--- src/design/rgbenc_pkg.sv ---
`timescale 1ns / 1ps

package rgbenc_pkg;

  localparam int BITS_PER_LED = 24;
  localparam int CFG_ADDR_W = 4;
  localparam int CFG_DATA_W = 32;

  localparam logic [23:0] DEFAULT_COLOR = 24'h050505;
  localparam logic [7:0] ZERO_HIGH_RESET = 8'd20;
  localparam logic [7:0] ONE_HIGH_RESET = 8'd40;
  localparam logic [7:0] PERIOD_RESET = 8'd63;

  localparam logic [1:0] REG_ZERO_HIGH = 2'd0;
  localparam logic [1:0] REG_ONE_HIGH = 2'd1;
  localparam logic [1:0] REG_PERIOD = 2'd2;

  typedef enum logic [2:0] {
    OP_SET_COLOR   = 3'd0,
    OP_ON          = 3'd1,
    OP_OFF         = 3'd2,
    OP_ALL_ON      = 3'd3,
    OP_BLINK_START = 3'd4,
    OP_BLINK_STOP  = 3'd5,
    OP_BLINK_TICK  = 3'd6,
    OP_EMIT        = 3'd7
  } opcode_t;

  typedef enum logic [2:0] {
    ST_CLEAR,
    ST_IDLE,
    ST_MODIFY,
    ST_SWEEP,
    ST_DRAIN,
    ST_EMIT
  } state_t;

  typedef struct packed {
    opcode_t    opcode;
    logic [2:0] row;
    logic [2:0] col;
    logic [7:0] red;
    logic [7:0] green;
    logic [7:0] blue;
  } in_word_t;

  typedef struct packed {
    logic [7:0] high_ticks;
    logic [7:0] low_ticks;
    logic       bit_value;
    logic       last;
  } out_word_t;

  typedef struct packed {
    logic        blink;
    logic        on;
    logic [23:0] color;
  } entry_t;

endpackage

--- src/design/rgbenc_ram.sv ---
`timescale 1ns / 1ps

module rgbenc_ram #(
  parameter int WIDTH = 26,
  parameter int DEPTH = 64,
  localparam int AW = (DEPTH > 1) ? $clog2(DEPTH) : 1
) (
  input  logic             clk,
  input  logic             wr_en,
  input  logic [AW-1:0]    wr_addr,
  input  logic [WIDTH-1:0] wr_data,
  input  logic             rd_en,
  input  logic [AW-1:0]    rd_addr,
  output logic [WIDTH-1:0] rd_data
);

  logic [WIDTH-1:0] mem_r [DEPTH];
  logic [WIDTH-1:0] rd_data_r;

  always_ff @(posedge clk) begin
    if (wr_en) begin
      mem_r[wr_addr] <= wr_data;
    end
    if (rd_en) begin
      rd_data_r <= mem_r[rd_addr];
    end
  end

  assign rd_data = rd_data_r;

endmodule

--- src/design/rgb_led_matrix_bit_encoder_unit.sv ---
`timescale 1ns / 1ps

// Channel   Direction  Handshake                 Payload
// in_       input      in_valid / in_ready       in_data   (rgbenc_pkg::in_word_t)
// out_      output     out_valid / out_ready     out_data  (rgbenc_pkg::out_word_t)
// APB       input      psel, penable, pwrite     paddr, pwdata, prdata, pready
//
// Set colour, on, off, blink start and blink stop are a read and a write-back of one
// entry of the LED memory. All on and blink tick are a pipelined read-modify-write
// sweep through the whole memory. An emit word first fetches its entry, then gives one
// bit word per cycle while out_ready is high. After reset a clearing pass writes every
// entry before the first word is accepted. A stalled output holds the emitter; the last
// bit may wait in the output register while the next input word is accepted.

module rgb_led_matrix_bit_encoder_unit #(
  parameter int LED_ROWS = 8,
  parameter int LED_COLS = 8
) (
  input  logic                                 clk,
  input  logic                                 rst_n,
  input  logic                                 in_valid,
  output logic                                 in_ready,
  input  rgbenc_pkg::in_word_t                 in_data,
  output logic                                 out_valid,
  input  logic                                 out_ready,
  output rgbenc_pkg::out_word_t                out_data,
  input  logic                                 psel,
  input  logic                                 penable,
  input  logic                                 pwrite,
  input  logic [rgbenc_pkg::CFG_ADDR_W-1:0]    paddr,
  input  logic [rgbenc_pkg::CFG_DATA_W-1:0]    pwdata,
  output logic [rgbenc_pkg::CFG_DATA_W-1:0]    prdata,
  output logic                                 pready
);

  localparam int LED_COUNT = LED_ROWS * LED_COLS;
  localparam int IDX_W = (LED_COUNT > 1) ? $clog2(LED_COUNT) : 1;
  localparam logic [IDX_W-1:0] LAST_IDX = IDX_W'(LED_COUNT - 1);
  localparam logic [4:0] LAST_BIT = 5'(rgbenc_pkg::BITS_PER_LED - 1);

  rgbenc_pkg::state_t    state_r, state_nxt;
  rgbenc_pkg::opcode_t   op_r, op_nxt;
  logic [IDX_W-1:0]      idx_r, idx_nxt;
  logic                  hit_r, hit_nxt;
  logic [23:0]           color_r, color_nxt;
  logic [IDX_W-1:0]      cnt_r, cnt_nxt;
  logic                  sw_wr_r, sw_wr_nxt;
  logic [IDX_W-1:0]      sw_addr_r, sw_addr_nxt;
  logic [23:0]           shift_r, shift_nxt;
  logic [4:0]            bit_cnt_r, bit_cnt_nxt;
  logic                  out_valid_r, out_valid_nxt;
  rgbenc_pkg::out_word_t out_word_r, out_word_nxt;
  logic [7:0]            zero_high_r, zero_high_nxt;
  logic [7:0]            one_high_r, one_high_nxt;
  logic [7:0]            period_r, period_nxt;

  logic                  in_fire;
  logic                  in_hit;
  logic [IDX_W-1:0]      in_idx;
  logic                  emit_load;
  logic                  cur_bit;
  logic [7:0]            cur_high;
  logic [7:0]            cur_low;
  logic                  cfg_write;
  logic [1:0]            cfg_reg;

  logic                  ram_wr_en;
  logic [IDX_W-1:0]      ram_wr_addr;
  rgbenc_pkg::entry_t    ram_wr_data;
  logic                  ram_rd_en;
  logic [IDX_W-1:0]      ram_rd_addr;
  rgbenc_pkg::entry_t    ram_rd_data;

  rgbenc_ram #(
    .WIDTH($bits(rgbenc_pkg::entry_t)),
    .DEPTH(LED_COUNT)
  ) u_led_ram (
    .clk    (clk),
    .wr_en  (ram_wr_en),
    .wr_addr(ram_wr_addr),
    .wr_data(ram_wr_data),
    .rd_en  (ram_rd_en),
    .rd_addr(ram_rd_addr),
    .rd_data(ram_rd_data)
  );

  assign in_ready = (state_r == rgbenc_pkg::ST_IDLE);
  assign in_fire = in_valid && in_ready;
  assign in_hit = (int'(in_data.row) < LED_ROWS) && (int'(in_data.col) < LED_COLS);
  assign in_idx = IDX_W'(int'(in_data.row) * LED_COLS + int'(in_data.col));

  assign emit_load = (state_r == rgbenc_pkg::ST_EMIT) && (!out_valid_r || out_ready);
  assign cur_bit = shift_r[23];
  assign cur_high = cur_bit ? one_high_r : zero_high_r;
  assign cur_low = (period_r > cur_high) ? (period_r - cur_high) : 8'd0;

  assign out_valid = out_valid_r;
  assign out_data = out_word_r;

  assign cfg_write = psel && penable && pwrite;
  assign cfg_reg = paddr[rgbenc_pkg::CFG_ADDR_W-1:2];
  assign pready = 1'b1;

  always_comb begin
    state_nxt = state_r;
    case (state_r)
      rgbenc_pkg::ST_CLEAR: begin
        if (cnt_r == LAST_IDX) begin
          state_nxt = rgbenc_pkg::ST_IDLE;
        end
      end
      rgbenc_pkg::ST_IDLE: begin
        if (in_fire) begin
          if (in_data.opcode inside {rgbenc_pkg::OP_ALL_ON, rgbenc_pkg::OP_BLINK_TICK}) begin
            state_nxt = rgbenc_pkg::ST_SWEEP;
          end else begin
            state_nxt = rgbenc_pkg::ST_MODIFY;
          end
        end
      end
      rgbenc_pkg::ST_MODIFY: begin
        if (op_r == rgbenc_pkg::OP_EMIT && hit_r) begin
          state_nxt = rgbenc_pkg::ST_EMIT;
        end else begin
          state_nxt = rgbenc_pkg::ST_IDLE;
        end
      end
      rgbenc_pkg::ST_SWEEP: begin
        if (cnt_r == LAST_IDX) begin
          state_nxt = rgbenc_pkg::ST_DRAIN;
        end
      end
      rgbenc_pkg::ST_DRAIN: begin
        state_nxt = rgbenc_pkg::ST_IDLE;
      end
      rgbenc_pkg::ST_EMIT: begin
        if (emit_load && bit_cnt_r == LAST_BIT) begin
          state_nxt = rgbenc_pkg::ST_IDLE;
        end
      end
      default: begin
        state_nxt = rgbenc_pkg::ST_IDLE;
      end
    endcase
  end

  always_comb begin
    op_nxt = op_r;
    idx_nxt = idx_r;
    hit_nxt = hit_r;
    color_nxt = color_r;
    cnt_nxt = cnt_r;
    sw_wr_nxt = 1'b0;
    sw_addr_nxt = cnt_r;
    shift_nxt = shift_r;
    bit_cnt_nxt = bit_cnt_r;
    out_valid_nxt = out_valid_r;
    out_word_nxt = out_word_r;
    ram_wr_en = 1'b0;
    ram_wr_addr = sw_addr_r;
    ram_wr_data = ram_rd_data;
    ram_rd_en = 1'b0;
    ram_rd_addr = cnt_r;

    if (out_valid_r && out_ready) begin
      out_valid_nxt = 1'b0;
    end

    case (state_r)
      rgbenc_pkg::ST_CLEAR: begin
        ram_wr_en = 1'b1;
        ram_wr_addr = cnt_r;
        ram_wr_data.blink = 1'b0;
        ram_wr_data.on = 1'b0;
        ram_wr_data.color = rgbenc_pkg::DEFAULT_COLOR;
        cnt_nxt = (cnt_r == LAST_IDX) ? '0 : cnt_r + 1'b1;
      end
      rgbenc_pkg::ST_IDLE: begin
        ram_rd_addr = in_idx;
        ram_rd_en = in_fire;
        if (in_fire) begin
          op_nxt = in_data.opcode;
          idx_nxt = in_idx;
          hit_nxt = in_hit;
          color_nxt = {in_data.green, in_data.red, in_data.blue};
          cnt_nxt = '0;
          bit_cnt_nxt = '0;
        end
      end
      rgbenc_pkg::ST_MODIFY: begin
        ram_wr_addr = idx_r;
        ram_wr_en = hit_r && (op_r != rgbenc_pkg::OP_EMIT);
        shift_nxt = ram_rd_data.on ? ram_rd_data.color : 24'd0;
        case (op_r)
          rgbenc_pkg::OP_SET_COLOR: begin
            ram_wr_data.color = color_r;
          end
          rgbenc_pkg::OP_ON: begin
            ram_wr_data.on = 1'b1;
          end
          rgbenc_pkg::OP_OFF: begin
            ram_wr_data.on = 1'b0;
          end
          rgbenc_pkg::OP_BLINK_START: begin
            ram_wr_data.blink = 1'b1;
            ram_wr_data.on = 1'b1;
          end
          rgbenc_pkg::OP_BLINK_STOP: begin
            ram_wr_data.blink = 1'b0;
            ram_wr_data.on = 1'b0;
          end
          default: begin
            ram_wr_data = ram_rd_data;
          end
        endcase
      end
      rgbenc_pkg::ST_SWEEP, rgbenc_pkg::ST_DRAIN: begin
        if (state_r == rgbenc_pkg::ST_SWEEP) begin
          ram_rd_en = 1'b1;
          ram_rd_addr = cnt_r;
          sw_wr_nxt = 1'b1;
          sw_addr_nxt = cnt_r;
          cnt_nxt = (cnt_r == LAST_IDX) ? '0 : cnt_r + 1'b1;
        end
        ram_wr_en = sw_wr_r;
        ram_wr_addr = sw_addr_r;
        if (op_r == rgbenc_pkg::OP_ALL_ON) begin
          ram_wr_data.on = 1'b1;
        end else begin
          ram_wr_data.on = ram_rd_data.on ^ ram_rd_data.blink;
        end
      end
      rgbenc_pkg::ST_EMIT: begin
        if (emit_load) begin
          out_valid_nxt = 1'b1;
          out_word_nxt.high_ticks = cur_high;
          out_word_nxt.low_ticks = cur_low;
          out_word_nxt.bit_value = cur_bit;
          out_word_nxt.last = (bit_cnt_r == LAST_BIT);
          shift_nxt = {shift_r[22:0], 1'b0};
          bit_cnt_nxt = bit_cnt_r + 5'd1;
        end
      end
      default: begin
        ram_wr_en = 1'b0;
      end
    endcase
  end

  always_comb begin
    zero_high_nxt = zero_high_r;
    one_high_nxt = one_high_r;
    period_nxt = period_r;
    if (cfg_write) begin
      case (cfg_reg)
        rgbenc_pkg::REG_ZERO_HIGH: zero_high_nxt = pwdata[7:0];
        rgbenc_pkg::REG_ONE_HIGH:  one_high_nxt = pwdata[7:0];
        rgbenc_pkg::REG_PERIOD:    period_nxt = pwdata[7:0];
        default: begin
          period_nxt = period_r;
        end
      endcase
    end
  end

  always_comb begin
    case (cfg_reg)
      rgbenc_pkg::REG_ZERO_HIGH: prdata = {24'd0, zero_high_r};
      rgbenc_pkg::REG_ONE_HIGH:  prdata = {24'd0, one_high_r};
      rgbenc_pkg::REG_PERIOD:    prdata = {24'd0, period_r};
      default:                   prdata = '0;
    endcase
  end

  always_ff @(posedge clk) begin
    if (!rst_n) begin
      state_r <= rgbenc_pkg::ST_CLEAR;
      cnt_r <= '0;
      sw_wr_r <= 1'b0;
      out_valid_r <= 1'b0;
      zero_high_r <= rgbenc_pkg::ZERO_HIGH_RESET;
      one_high_r <= rgbenc_pkg::ONE_HIGH_RESET;
      period_r <= rgbenc_pkg::PERIOD_RESET;
    end else begin
      state_r <= state_nxt;
      cnt_r <= cnt_nxt;
      sw_wr_r <= sw_wr_nxt;
      out_valid_r <= out_valid_nxt;
      zero_high_r <= zero_high_nxt;
      one_high_r <= one_high_nxt;
      period_r <= period_nxt;
    end
  end

  always_ff @(posedge clk) begin
    op_r <= op_nxt;
    idx_r <= idx_nxt;
    hit_r <= hit_nxt;
    color_r <= color_nxt;
    sw_addr_r <= sw_addr_nxt;
    shift_r <= shift_nxt;
    bit_cnt_r <= bit_cnt_nxt;
    out_word_r <= out_word_nxt;
  end

  a_no_same_entry_rw: assert property (@(posedge clk) disable iff (!rst_n)
    (ram_wr_en && ram_rd_en) |-> (ram_wr_addr != ram_rd_addr))
    else $error("LED memory read and written at the same entry in one cycle");

  a_idle_no_pending_write: assert property (@(posedge clk) disable iff (!rst_n)
    in_ready |-> !sw_wr_r)
    else $error("Input accepted while a sweep write is still pending");

  a_bit_count_range: assert property (@(posedge clk) disable iff (!rst_n)
    (state_r == rgbenc_pkg::ST_EMIT) |-> (bit_cnt_r <= LAST_BIT))
    else $error("Emitter bit count ran past the last bit");

  a_no_output_during_clear: assert property (@(posedge clk) disable iff (!rst_n)
    (state_r == rgbenc_pkg::ST_CLEAR) |-> !out_valid_r)
    else $error("Output word presented during the clearing pass");

endmodule
--- config.mk ---
export PLATFORM = sky130hd
export DESIGN_NAME = rgb_led_matrix_bit_encoder_unit
export DESIGN_NICKNAME = d
export VERILOG_FILES = /design/src/design/rgbenc_pkg.sv /design/src/design/rgbenc_ram.sv /design/src/design/rgb_led_matrix_bit_encoder_unit.sv
export SDC_FILE = /design/constraint.sdc
export NUM_CORES = 2
export LEC_CHECK = 0
export BUFFER_PORTS_ARGS = -buffer_cell sky130_fd_sc_hd__buf_2
export CORE_MARGIN = 2
export CORE_UTILIZATION = 50
export DETAILED_ROUTE_END_ITERATION = 8
export GPL_TIMING_DRIVEN = 0
export HOLD_SLACK_MARGIN = 0.1
export PLACE_DENSITY = 0.69
export SLEW_MARGIN = 20
export SYNTH_ARGS = -nofsm -noshare
export SYNTH_HDL_FRONTEND = slang
export SYNTH_SLANG_ARGS = --single-unit
--- constraint.sdc ---
create_clock -name clk -period 5.4 [get_ports clk]
set_input_delay 1.08 -clock clk [delete_from_list [all_inputs] [get_ports clk]]
set_output_delay 1.08 -clock clk [all_outputs]
set_load 0.05 [all_outputs]
==> results by group <==
CTS
  – Sink Count: 1,811
  – Clock Tree Buf Depth: 3
  – Register clock-pin slew on the reported worst setup and hold paths: 0.06 ns
  – Post_cts resized: 0
  – Worst-Skew Late Latency: 0.81 ns
  – H-tree levels: 4
  – Hold Buf Count CTS: 0
  – CTS Root Cell: clkbuf_16
  – Post-CTS Setup Bufs: 0
  – Num CTS Buffers: 175
  – CTS tree: yes

Global route
  – GRT Total Usage: 25.9%
  – Global route total overflow: 0
  – Pin count of the biggest net entering global routing: 65
  – Initial antenna violation count: 10
  – Wire length of the first global-routing pass: 262,000 µm
  – Vias in the first global route: 36,900

Synth
  – Compound-cell area share of the yosys netlist: 6.42%
  – Top_reg_cell synth: edfxtp_1
  – Yosys cell types: 51
  – Synth Register Bits: 1,811
  – Mapped Cells: 3,938
  – Adder-Cell Fraction of Synth Area: 0.206%
  – Ys Warns: 0
  – Post-synth EDFFs: 1,770
  – Post-synthesis mux area share: 12.4%
  – Post-Synth XOR/XNOR Area: 0.112%
  – Synth Area per Inst: 17.9 µm²
  – Ys async rst share: 0%
  – Main combinational cell family by area after synthesis: multiplexers
  – Synth Cell Area: 0.0704 mm²
  – Seq/Total Area, Yosys: 76.7%
  – Top cell type's share of synthesized area: 75.5%
  – Simple-gate share of the synthesized area: 2.35%
  – Area leader, netlist: edfxtp_1
  – Area contributors post-synth: edfxtp_1 76%, mux2i_1 12%, o22ai_1 1.9%

Placed design
  – Dpl hpwl: 126,000 µm
  – Post-DP Area: 0.0762 mm²
  – Port Buffers: 77
  – Placer Congestion: 0.930

STA
  – Final setup viols: 0
  – Final Max Tran Viols: 0
  – Tcrit/Tclk final: 98.1%
  – Slew @ Worst Pin: 1.32 ns
  – Clk_skew: 0.0289 ns
  – Rel. slew slack: 11.1%
  – Tmin final: 5.30 ns
  – Max Freq: 189 MHz
  – Final hold vios: 0
  – RSZ-0062 raised after global routing: false

Pwr
  – Max VDD drop: 0.368 mV
  – Power, Total: 29.2 mW
  – Leakage: 31.1 nW
  – Power Dens Cells: 356 mW/mm²

Final layout
  – Fin nets: 4,395
  – Design area: 0.0818 mm²
  – Share of cells above drive strength 1: 14.8%
  – Multi-input combinational cell area: 0.0160 mm²
  – Synth-to-layout area growth: 16.3%
  – Most frequent cells in the layout: 1,770 x edfxtp_1, 871 x mux2i_1, 209 x o22ai_1, 182 x clkbuf_16, 175 x buf_2
  – Reg area: 0.0540 mm²
  – Commonest non-fill, non-tap cell in the layout: edfxtp_1
  – Fillcell total: 10,100
  – Fin util: 58.6%

Setup path
  – Crit-path most repeated cell: buf_2
  – FF-to-FF setup slack: 0.10 ns
  – CP endpoint kind: flop
  – Worst Path Arrival: 5.71 ns
  – Worst-path fanout max: 10
  – CP Cell Sequence: buf_6 -> or3b_1 -> buf_4 -> clkinv_4 -> mux2_2 -> o21ai_1 -> buf_2 -> buf_2 -> o22a_1 -> o221ai_1 -> o31ai_1 -> nand4_1
  – Crit-path max cell delay: 1.03 ns
  – Crit start category: flop
  – Crit-path slowest cell: o31ai_1
  – WS Path Type: reg -> reg
  – Worst Path Required: 5.81 ns

Floorplan
  – Die W: 379 µm
  – Rows: 137
  – Die H: 379 µm
  – IO Count: 129
  – Initial Util: 50.4%
  – Core region area: 0.140 mm²
  – Die area: 0.144 mm²

Hold path
  – Worst Hold Class: reg -> reg

Detailed routing
  – Vias per cell: 6.16
  – DR WL/cell: 29.7 µm
  – Vias: 39,000
  – Remaining antenna violation count: 0
  – WL final: 188,000 µm
  – Initial drt markers: 5,605
  – Drt pass-1 iters: 6
  – Residual DRC: 0

Status
  – Status: finished, final reports clean

Run
  – Maxcap violations: 0
sequential cells by signal (all words and copies together) (netlist names), 8 cells and up:
register / flops
u_led_ram.mem_r: 1664
out_data: 18
one_high_r: 8
period_r: 8
zero_high_r: 8
shift_r: 24
u_led_ram.rd_data: 26
color_r: 24
cell type report:
| class | instances | area share (%) |
|---|---|---|
| Sequential cell | 1811 | 66.0 |
| Timing Repair Buffer | 170 | 3.24 |
| Multi-Input combinational cell | 1886 | 19.5 |
| Clock buffer | 222 | 5.75 |
| Inverter | 16 | 0.0795 |
| Antenna cell | 2 | 0.00612 |
| Buffer | 248 | 1.47 |
| Tap cell | 1876 | 2.87 |
| Clock inverter | 98 | 1.08 |
power by group:
part / internal [mW] / leakage, nW / switching [mW]
combinational: 0.682 / 11.5 / 1.20
clock: 6.79 / 2.74 / 5.18
sequential: 15.3 / 16.9 / 0.0210
layer usage:
| metal | track usage (%) | wire (µm) |
|---|---|---|
| met1 | 36.4 | 74200 |
| met2 | 39.3 | 85100 |
| met3 | 4.83 | 19600 |
| met4 | 11.9 | 9130 |
| met5 | 0 | 64 |
final timing paths:
path / endpoint / cells after the start / from
worst max register to register: u_led_ram.rd_data[8] / 12 / state_r[1]
worst min register to register: sw_addr_r[5] / 0 / cnt_r[5]
worst min-delay path: sw_addr_r[5] / 0 / cnt_r[5]
worst max-delay path: u_led_ram.rd_data[8] / 12 / state_r[1]
cell usage after synthesis, drive strengths merged (7+ instances only):
master  number
a21o         7
o221ai     104
nor3        11
a22o        18
a21boi       7
mux2i      871
inv         14
nand4       29
o31ai      107
o21ai       22
dfxtp       41
nor2b       20
o22a       109
ha          10
buf        144
clkbuf     104
nand2      109
nand3       55
nand3b       8
nor2       102
edfxtp    1770
o22ai      209
a21oi       15
critical path, delay by kind of cell (launching register included):
kind                   cells  cell delay (ns)
and+or+nand+nor            2             0.80
muxes                      1             0.37
DFF                        1             0.31
AOI/OAI and AO/OA          4             2.16
buffers and inverters      5             1.24
metrics by stage:
stage,setup WS (ns),hold WS [ns],TNS (ns),cells
3_5_place_dp,0.289,0.337,0,6007
2_1_floorplan,1.32,0.329,0,3961
6_report,0.102,0.356,0,6329
3_3_place_gp,-0.709,0.340,-44.49,5914
4_1_cts,0.360,0.357,0,6327
5_1_grt,0.252,0.362,0,6327
cell families (layout without fill, tap and decap cells):
group                    Yosys count  after routing
flip-flops                      1811           1811
other                              2             27
buffers and inverters            264            754
XOR/XNOR                           9              9
AO/OA/AOI/OAI                    609            609
AND/OR/NAND/NOR                  359            359
adder cells (fa/ha/maj)           11             11
multiplexers                     873            873
Note: power is estimated with default switching activity, not from simulation.
